File: src/sv/scps_pkg.sv
`timescale 1ns / 1ps
// ----------------------------------------------------------------------------
// Serial clock prescaler selection package
// Shared constants, the status and sequencer state types and the divider status struct.
// ----------------------------------------------------------------------------
package scps_pkg;

  // Number of serial controller instances that exist (1 to 4).
  localparam int NUM_PORTS = 2;

  // Field widths.
  localparam int CLK_W  = 32;   // frequencies in hertz
  localparam int DSR_W  = 40;   // divisor: a 32-bit target shifted by up to 6
  localparam int CNT_W  = 5;    // divider step counter, one quotient bit a step
  localparam int PORT_W = 2;
  localparam int SEC_W  = 4;
  localparam int CODE_W = 2;
  localparam int CTRL_W = 9;
  localparam int STAT_W = 2;

  localparam logic [SEC_W-1:0]  SEC_MAX    = 4'd8;
  localparam logic [SEC_W-1:0]  SEC_MIN    = 4'd1;
  localparam logic [CODE_W-1:0] CODE_START = 2'd3;   // primary divide by 1
  localparam logic [CODE_W-1:0] CODE_LAST  = 2'd0;   // primary divide by 64

  typedef enum logic [STAT_W-1:0] {
    ST_OK        = 2'd0,
    ST_BAD_PORT  = 2'd1,
    ST_ZERO_TGT  = 2'd2
  } status_t;

  typedef enum logic [2:0] {
    S_IDLE,
    S_SEC_START,
    S_SEC_WAIT,
    S_ACT_START,
    S_ACT_WAIT,
    S_FINISH
  } state_t;

  typedef struct packed {
    logic busy;
    logic done;
  } div_stat_t;

endpackage

File: src/sv/spi_clock_prescaler_select.sv
`timescale 1ns / 1ps
// ----------------------------------------------------------------------------
// Serial clock prescaler selection
// Picks the primary and secondary serial clock dividers for a target rate.
// ----------------------------------------------------------------------------
// Each input beat carries a system clock, a target serial clock, a port number
// and the clock phase and polarity; each produces exactly one output beat with
// the primary divider code, the secondary divider, the resulting clock and the
// control word. The primary dividers 1, 4, 16 and 64 are tried in that order
// and the first one that leaves floor(sysclk / (target * primary)) at 8 or
// below is kept; if none does, divide by 64 is used with the secondary clamped
// to 8. A secondary of 0 is raised to 1. All division runs on one shared
// restoring divider that produces one quotient bit per cycle; each division
// is a start, 32 steps and a hand-back. A request needs one division per
// primary tried plus one for the actual frequency, passing through the idle
// and finish states on entry and exit. A bad port or a zero target is
// answered with an error status and all other fields zero; the port check
// comes first. The block takes one request at a time and is not ready while
// it works, but a finished result sits in the output register, so a new
// request is accepted while the previous result waits to be taken.
// ----------------------------------------------------------------------------
module spi_clock_prescaler_select (
  input  logic                          clk,
  input  logic                          rst,
  input  logic                          in_valid,
  output logic                          in_ready,
  input  logic [scps_pkg::CLK_W-1:0]    system_clock,
  input  logic [scps_pkg::CLK_W-1:0]    target_frequency,
  input  logic [scps_pkg::PORT_W-1:0]   port_number,
  input  logic                          clock_phase,
  input  logic                          clock_polarity,
  output logic                          out_valid,
  input  logic                          out_ready,
  output logic [scps_pkg::CODE_W-1:0]   primary_code,
  output logic [scps_pkg::SEC_W-1:0]    secondary_divider,
  output logic [scps_pkg::CLK_W-1:0]    actual_frequency,
  output logic [scps_pkg::CTRL_W-1:0]   control_word,
  output logic [scps_pkg::STAT_W-1:0]   status
);

  scps_pkg::state_t              state;
  scps_pkg::state_t              state_next;
  scps_pkg::status_t             stat;
  scps_pkg::div_stat_t           div_stat;

  // Request held for the whole computation.
  logic [scps_pkg::CLK_W-1:0]    sys;
  logic [scps_pkg::CLK_W-1:0]    tgt;
  logic                          phase;
  logic                          pol;

  // Working results.
  logic [scps_pkg::CODE_W-1:0]   code;
  logic [scps_pkg::SEC_W-1:0]    sec;
  logic [scps_pkg::CLK_W-1:0]    act;

  logic                          accept;
  logic                          bad_port;
  logic                          zero_tgt;
  logic                          fits;
  logic                          load_out;
  logic                          div_start;
  logic [scps_pkg::DSR_W-1:0]    div_divisor;
  logic [scps_pkg::CLK_W-1:0]    div_quotient;
  logic [scps_pkg::CODE_W:0]     pri_shift;
  logic [scps_pkg::SEC_W-1:0]    sec_gap;

  assign accept   = in_valid && in_ready;
  assign bad_port = ({1'b0, port_number} >= 3'(scps_pkg::NUM_PORTS));
  assign zero_tgt = (target_frequency == '0);

  // Primary divider 4^(3-code) is a left shift by twice (3-code).
  assign pri_shift = {scps_pkg::CODE_START - code, 1'b0};

  // A quotient of 8 or less fits; the upper bits must all be zero.
  assign fits = (div_quotient <= scps_pkg::CLK_W'(scps_pkg::SEC_MAX));

  assign sec_gap = scps_pkg::SEC_MAX - sec;

  // Next state.
  always_comb begin
    state_next = state;
    unique case (state)
      scps_pkg::S_IDLE: begin
        if (accept) begin
          if (bad_port || zero_tgt) begin
            state_next = scps_pkg::S_FINISH;
          end else begin
            state_next = scps_pkg::S_SEC_START;
          end
        end
      end
      scps_pkg::S_SEC_START: begin
        state_next = scps_pkg::S_SEC_WAIT;
      end
      scps_pkg::S_SEC_WAIT: begin
        if (div_stat.done) begin
          if (fits || code == scps_pkg::CODE_LAST) begin
            state_next = scps_pkg::S_ACT_START;
          end else begin
            state_next = scps_pkg::S_SEC_START;
          end
        end
      end
      scps_pkg::S_ACT_START: begin
        state_next = scps_pkg::S_ACT_WAIT;
      end
      scps_pkg::S_ACT_WAIT: begin
        if (div_stat.done) begin
          state_next = scps_pkg::S_FINISH;
        end
      end
      scps_pkg::S_FINISH: begin
        if (!out_valid || out_ready) begin
          state_next = scps_pkg::S_IDLE;
        end
      end
      default: begin
        state_next = scps_pkg::S_IDLE;
      end
    endcase
  end

  // Sequencer outputs.
  always_comb begin
    in_ready    = 1'b0;
    div_start   = 1'b0;
    load_out    = 1'b0;
    div_divisor = scps_pkg::DSR_W'(tgt) << pri_shift;
    unique case (state)
      scps_pkg::S_IDLE: begin
        in_ready = 1'b1;
      end
      scps_pkg::S_SEC_START: begin
        div_start = 1'b1;
      end
      scps_pkg::S_ACT_START: begin
        div_start   = 1'b1;
        div_divisor = scps_pkg::DSR_W'(sec) << pri_shift;
      end
      scps_pkg::S_FINISH: begin
        load_out = !out_valid || out_ready;
      end
      default: begin
      end
    endcase
  end

  always_ff @(posedge clk) begin
    if (rst) begin
      state <= scps_pkg::S_IDLE;
    end else begin
      state <= state_next;
    end
  end

  // Working registers.
  always_ff @(posedge clk) begin
    if (accept) begin
      sys   <= system_clock;
      tgt   <= target_frequency;
      phase <= clock_phase;
      pol   <= clock_polarity;
      sec   <= '0;
      act   <= '0;
      if (bad_port) begin
        stat <= scps_pkg::ST_BAD_PORT;
        code <= '0;
      end else if (zero_tgt) begin
        stat <= scps_pkg::ST_ZERO_TGT;
        code <= '0;
      end else begin
        stat <= scps_pkg::ST_OK;
        code <= scps_pkg::CODE_START;
      end
    end else if (state == scps_pkg::S_SEC_WAIT && div_stat.done) begin
      if (fits) begin
        sec <= (div_quotient == '0) ? scps_pkg::SEC_MIN
                                    : div_quotient[scps_pkg::SEC_W-1:0];
      end else if (code == scps_pkg::CODE_LAST) begin
        sec <= scps_pkg::SEC_MAX;
      end else begin
        code <= code - 1'b1;
      end
    end else if (state == scps_pkg::S_ACT_WAIT && div_stat.done) begin
      act <= div_quotient;
    end
  end

  // Output register: the result waits here while the next request is taken.
  always_ff @(posedge clk) begin
    if (rst) begin
      out_valid <= 1'b0;
    end else if (load_out) begin
      out_valid <= 1'b1;
    end else if (out_ready) begin
      out_valid <= 1'b0;
    end
  end

  always_ff @(posedge clk) begin
    if (load_out) begin
      primary_code      <= code;
      secondary_divider <= sec;
      actual_frequency  <= act;
      status            <= stat;
      if (stat == scps_pkg::ST_OK) begin
        control_word <= {phase, 1'b0, pol, 1'b1, sec_gap[2:0], code};
      end else begin
        control_word <= '0;
      end
    end
  end

  scps_divider u_div (
    .clk      (clk),
    .rst      (rst),
    .start    (div_start),
    .dividend (sys),
    .divisor  (div_divisor),
    .quotient (div_quotient),
    .stat     (div_stat)
  );

  // A request holds the block until its result is loaded.
  a_busy_after_accept: assert property (@(posedge clk) disable iff (rst)
    accept |=> !in_ready)
    else $error("request accepted while a request is still in progress");

  // The divider only finishes while the sequencer waits for it.
  a_div_done_waited: assert property (@(posedge clk) disable iff (rst)
    div_stat.done |-> (state == scps_pkg::S_SEC_WAIT || state == scps_pkg::S_ACT_WAIT))
    else $error("divider finished outside a wait state");

  // A good result always carries a secondary divider from 1 to 8.
  a_sec_range: assert property (@(posedge clk) disable iff (rst)
    (out_valid && status == scps_pkg::ST_OK) |->
      (secondary_divider >= scps_pkg::SEC_MIN && secondary_divider <= scps_pkg::SEC_MAX))
    else $error("secondary divider out of range on a good result");

  // An error result carries only its status.
  a_error_zero: assert property (@(posedge clk) disable iff (rst)
    (out_valid && status != scps_pkg::ST_OK) |->
      (secondary_divider == '0 && actual_frequency == '0 &&
       control_word == '0 && primary_code == '0))
    else $error("error result carries nonzero fields");

endmodule

File: src/sv/scps_divider.sv
`timescale 1ns / 1ps
// ----------------------------------------------------------------------------
// Serial clock prescaler selection: iterative divider
// Restoring unsigned divider, 32-bit dividend by 40-bit divisor, one
// quotient bit per cycle.
// ----------------------------------------------------------------------------
module scps_divider (
  input  logic                         clk,
  input  logic                         rst,
  input  logic                         start,
  input  logic [scps_pkg::CLK_W-1:0]   dividend,
  input  logic [scps_pkg::DSR_W-1:0]   divisor,
  output logic [scps_pkg::CLK_W-1:0]   quotient,
  output scps_pkg::div_stat_t          stat
);

  logic                         busy;
  logic                         done;
  logic [scps_pkg::CNT_W-1:0]   cnt;
  logic [scps_pkg::DSR_W-1:0]   rem;
  logic [scps_pkg::DSR_W-1:0]   rem_next;
  logic [scps_pkg::DSR_W-1:0]   dsr;
  logic [scps_pkg::CLK_W-1:0]   dvd;
  logic [scps_pkg::DSR_W:0]     trial;
  logic [scps_pkg::DSR_W:0]     diff;
  logic                         ge;

  // The dividend register shifts left; quotient bits enter at the bottom.
  always_comb begin
    trial    = {rem, dvd[scps_pkg::CLK_W-1]};
    diff     = trial - {1'b0, dsr};
    ge       = (trial >= {1'b0, dsr});
    rem_next = ge ? diff[scps_pkg::DSR_W-1:0] : trial[scps_pkg::DSR_W-1:0];
  end

  always_ff @(posedge clk) begin
    if (rst) begin
      busy <= 1'b0;
      done <= 1'b0;
      cnt  <= '0;
    end else begin
      done <= 1'b0;
      if (start) begin
        busy <= 1'b1;
        cnt  <= '0;
      end else if (busy) begin
        cnt <= cnt + 1'b1;
        if (cnt == {scps_pkg::CNT_W{1'b1}}) begin
          busy <= 1'b0;
          done <= 1'b1;
        end
      end
    end
  end

  always_ff @(posedge clk) begin
    if (start) begin
      rem <= '0;
      dvd <= dividend;
      dsr <= divisor;
    end else if (busy) begin
      rem <= rem_next;
      dvd <= {dvd[scps_pkg::CLK_W-2:0], ge};
    end
  end

  assign quotient  = dvd;
  assign stat.busy = busy;
  assign stat.done = done;

endmodule
File: config.mk
export PLATFORM = sky130hd
export DESIGN_NAME = spi_clock_prescaler_select
export DESIGN_NICKNAME = d
export VERILOG_FILES = /design/src/sv/scps_pkg.sv /design/src/sv/spi_clock_prescaler_select.sv /design/src/sv/scps_divider.sv
export SDC_FILE = /design/constraint.sdc
export NUM_CORES = 1
export LEC_CHECK = 0
export ABC_CLOCK_PERIOD_IN_PS = 6000
export BUFFER_PORTS_ARGS = -buffer_cell sky130_fd_sc_hd__buf_2
export CORE_MARGIN = 1.5
export CORE_UTILIZATION = 38
export CTS_BUF_LIST = sky130_fd_sc_hd__clkbuf_4
export DETAILED_ROUTE_END_ITERATION = 6
export GPL_TIMING_DRIVEN = 0
export MAX_ROUTING_LAYER = met4
export PLACE_DENSITY = 0.58
export SYNTH_ARGS = -nofsm -noshare
export SYNTH_HDL_FRONTEND = slang
export SYNTH_SLANG_ARGS = --single-unit
File: constraint.sdc
create_clock -name clk -period 6 [get_ports clk]
set_input_delay 0.9 -clock clk [delete_from_list [all_inputs] [get_ports clk]]
set_output_delay 0.9 -clock clk [all_outputs]
set_load 0.02 [all_outputs]
; ---- Word-level counts from Yosys, hierarchy flattened
; Index checks and enable logic that the tools add are counted.
[word_totals]
out_inout_bits = 51
wordCells = 100
in_bits = 72
ff_bits = 278
[classes]
eq_ne = 12
addsub = 5
n_mux = 31
reduce_logical = 23
n_shift = 2
bitwise = 2
magnitude_cmp = 3
[op_table]
columns = op, count
row1 = 2-to-1 mux 40 bit, 2
row2 = zero test 32 bit, 2
row3 = 2-to-1 mux 32 bit, 2
row4 = greater-or-equal comparator 41 x 40 -> 1 bit, 1
row5 = << shifter 32 x 3 -> 40 bit, 1
row6 = << shifter 4 x 3 -> 40 bit, 1
row7 = subtractor 40 bit, 1
row8 = <= comparator 32 x 4 -> 1 bit (second input constant), 1
row9 = one-hot mux 3 bit (6 select lines), 1
row10 = 2-to-1 mux 2 bit, 8
row11 = 2-to-1 mux 3 bit, 5
row12 = 2-to-1 mux 4 bit, 3
row13 = 2-to-1 mux 1 bit, 9
row14 = != test 2 bit (second input constant), 4
row15 = nonzero test 2 bit, 4
row16 = equality test 3 x 2 -> 1 bit (second input constant), 2
row17 = equality test 3 bit (second input constant), 2
row18 = 2-to-1 mux 6 bit, 1
row19 = adder 5 x 1 -> 5 bit (second input constant), 1
row20 = equality test 5 bit (second input constant), 1
row21 = zero test 2 bit, 2
row22 = != test 2 x 1 -> 1 bit (second input constant), 2
row23 = AND reduction 2 bit, 2
row24 = AND reduction 4 bit, 1
row25 = 13 further kinds, 19

; ---- Depth between registers and ports, before layout
[logic_depth]
word_depth = 5
depth_mapped = 14
depth_no_buf = 13

; ---- By module
; Synthesis repeated with hierarchy kept, for this count alone.
[unflattened]
cells_unflattened = 1199
hier_area_um2 = 13619.3
[by_module_without_submodules]
columns = mod, seq_area_each_um2, area_each_um2, n_inst, cells_each
row1 = scps_divider, 3103.0, 7113.1, 1, 728
row2 = spi_clock_prescaler_select, 4344.2, 6506.2, 1, 471

; ---- Least setup slack after synthesis
; Ideal clock, no wire load.
[synth_path]
kind = reg2reg
from = reg state[0]
to = reg phase (enable)
slack_ps = 2120
n_path_buf = 3
path_stages_with_launch = 6
t_arrival_ps = 3421
path_cell_list = dfxtp_1 clkbuf_1 nor3_1 and2_1 clkbuf_1 buf_1
[synth_between]
elab_chain_cells = 3
[synth_lines]
columns = element, line
row1 = start: declaration, spi_clock_prescaler_select.sv:41  ; scps_pkg::state_t state;
row2 = start signal: assignment, spi_clock_prescaler_select.sv:151  ; state <= scps_pkg::S_IDLE;
row3 = start signal: assignment, spi_clock_prescaler_select.sv:153  ; state <= state_next;
row4 = zero test 3 bit, spi_clock_prescaler_select.sv:130  ; unique case (state)
row5 = 2-to-1 mux 1 bit, spi_clock_prescaler_select.sv:130
row6 = named net in_ready, spi_clock_prescaler_select.sv:26  ; output logic in_ready,
row7 = logical AND 1 bit, spi_clock_prescaler_select.sv:68  ; assign accept = in_valid && in_ready;
row8 = named net accept, spi_clock_prescaler_select.sv:57  ; logic accept;
row9 = end signal: assignment, spi_clock_prescaler_select.sv:162  ; phase <= clock_phase;
row10 = end: declaration, spi_clock_prescaler_select.sv:49  ; logic phase;
; The timed path passes the listed nets, and every way through them passes these cells.
; A chain may end at the register's enable or synchronous reset.

; ---- Worst setup path after layout
[layout_path]
from = reg u_div.dvd, in the netlist u_div.quotient[31]
to = reg u_div.rem[36] (netlist bit)
[layout_between]
elab_chain_cells = 2
[layout_lines]
columns = element, line
row1 = start: declaration, scps_divider.sv:23  ; logic [scps_pkg::CLK_W-1:0] dvd;
row2 = start signal: assignment, scps_divider.sv:59  ; dvd <= dividend;
row3 = start signal: assignment, scps_divider.sv:63  ; dvd <= {dvd[scps_pkg::CLK_W-2:0], ge};
row4 = subtractor 40 bit or greater-or-equal comparator 41 x 40 -> 1 bit (tied branches), "scps_divider.sv:31, scps_divider.sv:32"
row5 = 2-to-1 mux 40 bit *, scps_divider.sv:33  ; rem_next = ge ? diff[scps_pkg::DSR_W-1:0] : trial[scps_pkg::DSR_W-1:0];
row6 = end signal: assignment, scps_divider.sv:62  ; rem <= rem_next;
row7 = end: declaration, scps_divider.sv:20  ; logic [scps_pkg::DSR_W-1:0] rem;
; Mark *: on every way between the ends. The rest lies on a longest branch, timed or not.

==> results.cfg <==
[place]
dp.cells = 1833
io_buffers = 120
place_congestion = 0.9377
dp_hpwl_mm = 24.96

[clocking]
h-tree-depth = 3
clock_sinks = 275
cts_tree = built
cts_resized = 0
clk_pin_slew_ps = 70
cts_inserted_buffers = 74
post_cts_buffers = 0
clock_latency_ps = 690
cts_root_buf = clkbuf_4
clockBufferDepth = 3
cts_hold_repair.buffers = 0

[cells_and_area]
nFillCells = 3258
drive_gt1_share_pct = 18.21
final_common_cell = nand2_1
postLayoutCoreUtil_pct = 45.33
syn2layout_area_growth_pct = 16.96
layout.cells.non_filler = 1970
final_cell_mix = nand2_1, edfxtp_1, buf_2, clkbuf_4
nets = 1577

[sta]
fin_crit_sh_pct = 63.26
rsz0062_at_grt = no
setup_tns_ps = 0
hold_viol = 0
tightest_slew_ps = 749.1
finalCriticalPeriod_ps = 3795
setup_viol = 0
maxSlewViolCount = 0
fin_skew_ps = 48.36
fmax_mhz = 263.5
maxSlewHeadroom_pct = 50.06

[logic_synthesis]
seq_area_frac_synth_pct = 56.56
async_reset_ff_share_pct = 0
avgSynthCellArea_um2 = 10.36
synth_enable_flop_cells = 188
syn-num-nets = 1376
syn_inst = 1261
syn-cell-area_um2 = 13060
synthDistinctLibCells = 67
ys_warn_count = 0
ys_seq_elements = 275
synth_flop_cell = edfxtp_1

[pwr]
power.leakage_nw = 6.151
total_power_w = 0.006566
ir_drop_mv = 0.1960
p_per_area_nw_per_um2 = 429.8

[die]
core_area_um2 = 33700
die_area_um2 = 35490
start_util_pct = 38.76
rows = 67
die_y_um = 188.4
io_pins = 123
die_x_um = 188.4

[global_routing]
overflow = 0
antenna_found_initial = 1
grt_pass1_wl_mm = 54.43
grt_max_degree = 39
first_global_vias = 10022
grt_usage_pct = 20.00

[route]
wirelength_mm = 34.25
avgViaCountPerCell = 5.239
drc = 0
ant_nets = 0
drtIter0Drc = 767
vias = 10321
dr.pass1.iters = 5
wl_per_cell_um = 17.39

[critical_path]
critPathKind = reg2reg
start_kind = flop
required_ps = 6630
crit_path_max_fanout = 4
cp-end-kind = flop
worst-r2r-cell-count = 13
worstPathArrival_ps = 4430

[flow_run]
drv_cap = 0

[hold_path]
hold_depth = 1
hold_path_class = in2reg

[run_status]
outcome = complete, no violations
-- flip-flops by register name (all words and copies together), names as in the netlist, 8 cells and up --
name	count
u_div.rem	40
u_div.dsr	38
act	32
actual_frequency	32
sys	32
tgt	32
u_div.quotient	32
control_word	8
-- worst paths after layout --
| kind | from | to | slack [ps] |
|---|---|---|---|
| max | u_div.quotient[31] | u_div.rem[36] | 2200 |
| min | clock_phase | phase | 380 |
| max reg2reg | u_div.quotient[31] | u_div.rem[36] | 2200 |
| min reg2reg | act[28] | actual_frequency[28] | 400 |
-- cells by family (layout without fill, tap and decap cells) --
group	Yosys count	after routing	share of synthesized area [%]
muxes	37	37	3.468
AOI/OAI and AO/OA	291	291	14.04
xor gates and xnor gates	35	35	2.347
DFF	275	275	56.56
other	1	2	0.02871
and+or+nand+nor	451	451	15.35
adders and majority gates	43	43	4.177
buffers and inverters	128	388	4.033
-- area by class of cell --
cell class                      instances  area (µm²)  area share [%]
Clock inverter                         23       98.84          0.6471
Inverter                               58       217.7           1.425
Timing Repair Buffer                  125       708.2           4.636
Tap cell                              448       560.5           3.669
Clock buffer                          112       840.8           5.504
Antenna cell                            1       2.502         0.01638
Buffer                                 70       311.5           2.039
Sequential cell                       275        7387           48.36
Multi-Input combinational cell        858        5149           33.70
-- cells in the mapped netlist (all sizes together), types with 4 or more instances --
| cell | instances | area (µm²) |
|---|---|---|
| o21bai | 6 | 45.04 |
| nand4 | 15 | 93.84 |
| and3 | 8 | 51.30 |
| nand2b | 7 | 43.79 |
| nor2 | 57 | 216.5 |
| nand3 | 15 | 75.07 |
| a211oi | 38 | 295.3 |
| o21ai | 57 | 289.0 |
| nor2b | 14 | 87.58 |
| dfxtp | 87 | 1742 |
| o31ai | 4 | 30.03 |
| mux4 | 6 | 135.1 |
| o211ai | 8 | 60.06 |
| clkbuf | 57 | 234.0 |
| nand2 | 264 | 991.0 |
| mux2 | 6 | 67.56 |
| mux2i | 25 | 250.2 |
| nor3 | 19 | 100.1 |
| ha | 42 | 525.5 |
| xnor2 | 27 | 236.5 |
| and2 | 14 | 87.58 |
| buf | 11 | 56.30 |
| and4 | 4 | 35.03 |
| nor4 | 22 | 137.6 |
| xor2 | 8 | 70.07 |
| a21oi | 87 | 435.4 |
| inv | 57 | 214.0 |
| a21o | 33 | 247.7 |
| a31oi | 30 | 187.7 |
| edfxtp | 188 | 5645 |
-- where the power goes --
part | leakage, nW | internal, W | total [W] | switching [W]
Sequential | 2.47 | 0.00234 | 0.00253 | 0.000189
Clock | 0.563 | 0.000857 | 0.00163 | 0.000778
Combinational | 3.11 | 0.000928 | 0.00240 | 0.00147
Total | 6.15 | 0.00412 | 0.00657 | 0.00244
-- stage by stage --
step	setup WS (ps)	instance area [µm²]	hold WS, ps
3_5_place_dp	2289	14310	418.7
3_3_place_gp	1076	14220	414.6
2_1_floorplan	2120	13060	408.1
6_report	2205	15280	379.8
5_1_grt	1832	15280	324.5
4_1_cts	2231	15250	315.6
-- worst max-delay path: stages, from the launching register on --
cell and delay [ps]:
edfxtp_1 440, inv_1 170, ha_1 190, inv_1 50, fa_1 420, a211oi_1 300, o21a_1 230, a221o_1 250
a21o_1 210, o21ai_0 210, a311oi_1 490, nor4_1 80, a2111oi_0 510, a21o_1 190
-- routing by layer --
| layer | global-route usage (%) | wire length (µm) | vias up |
|---|---|---|---|
| li1 | - | - | 4999 |
| met1 | 27.12 | 16080 | 4954 |
| met2 | 30.58 | 15800 | 316 |
| met3 | 3.278 | 1774 | 52 |
| met4 | 6.624 | 592 | 0 |
| met5 | - | 0 | - |
No activity file was read; power rests on OpenSTA's default activity.
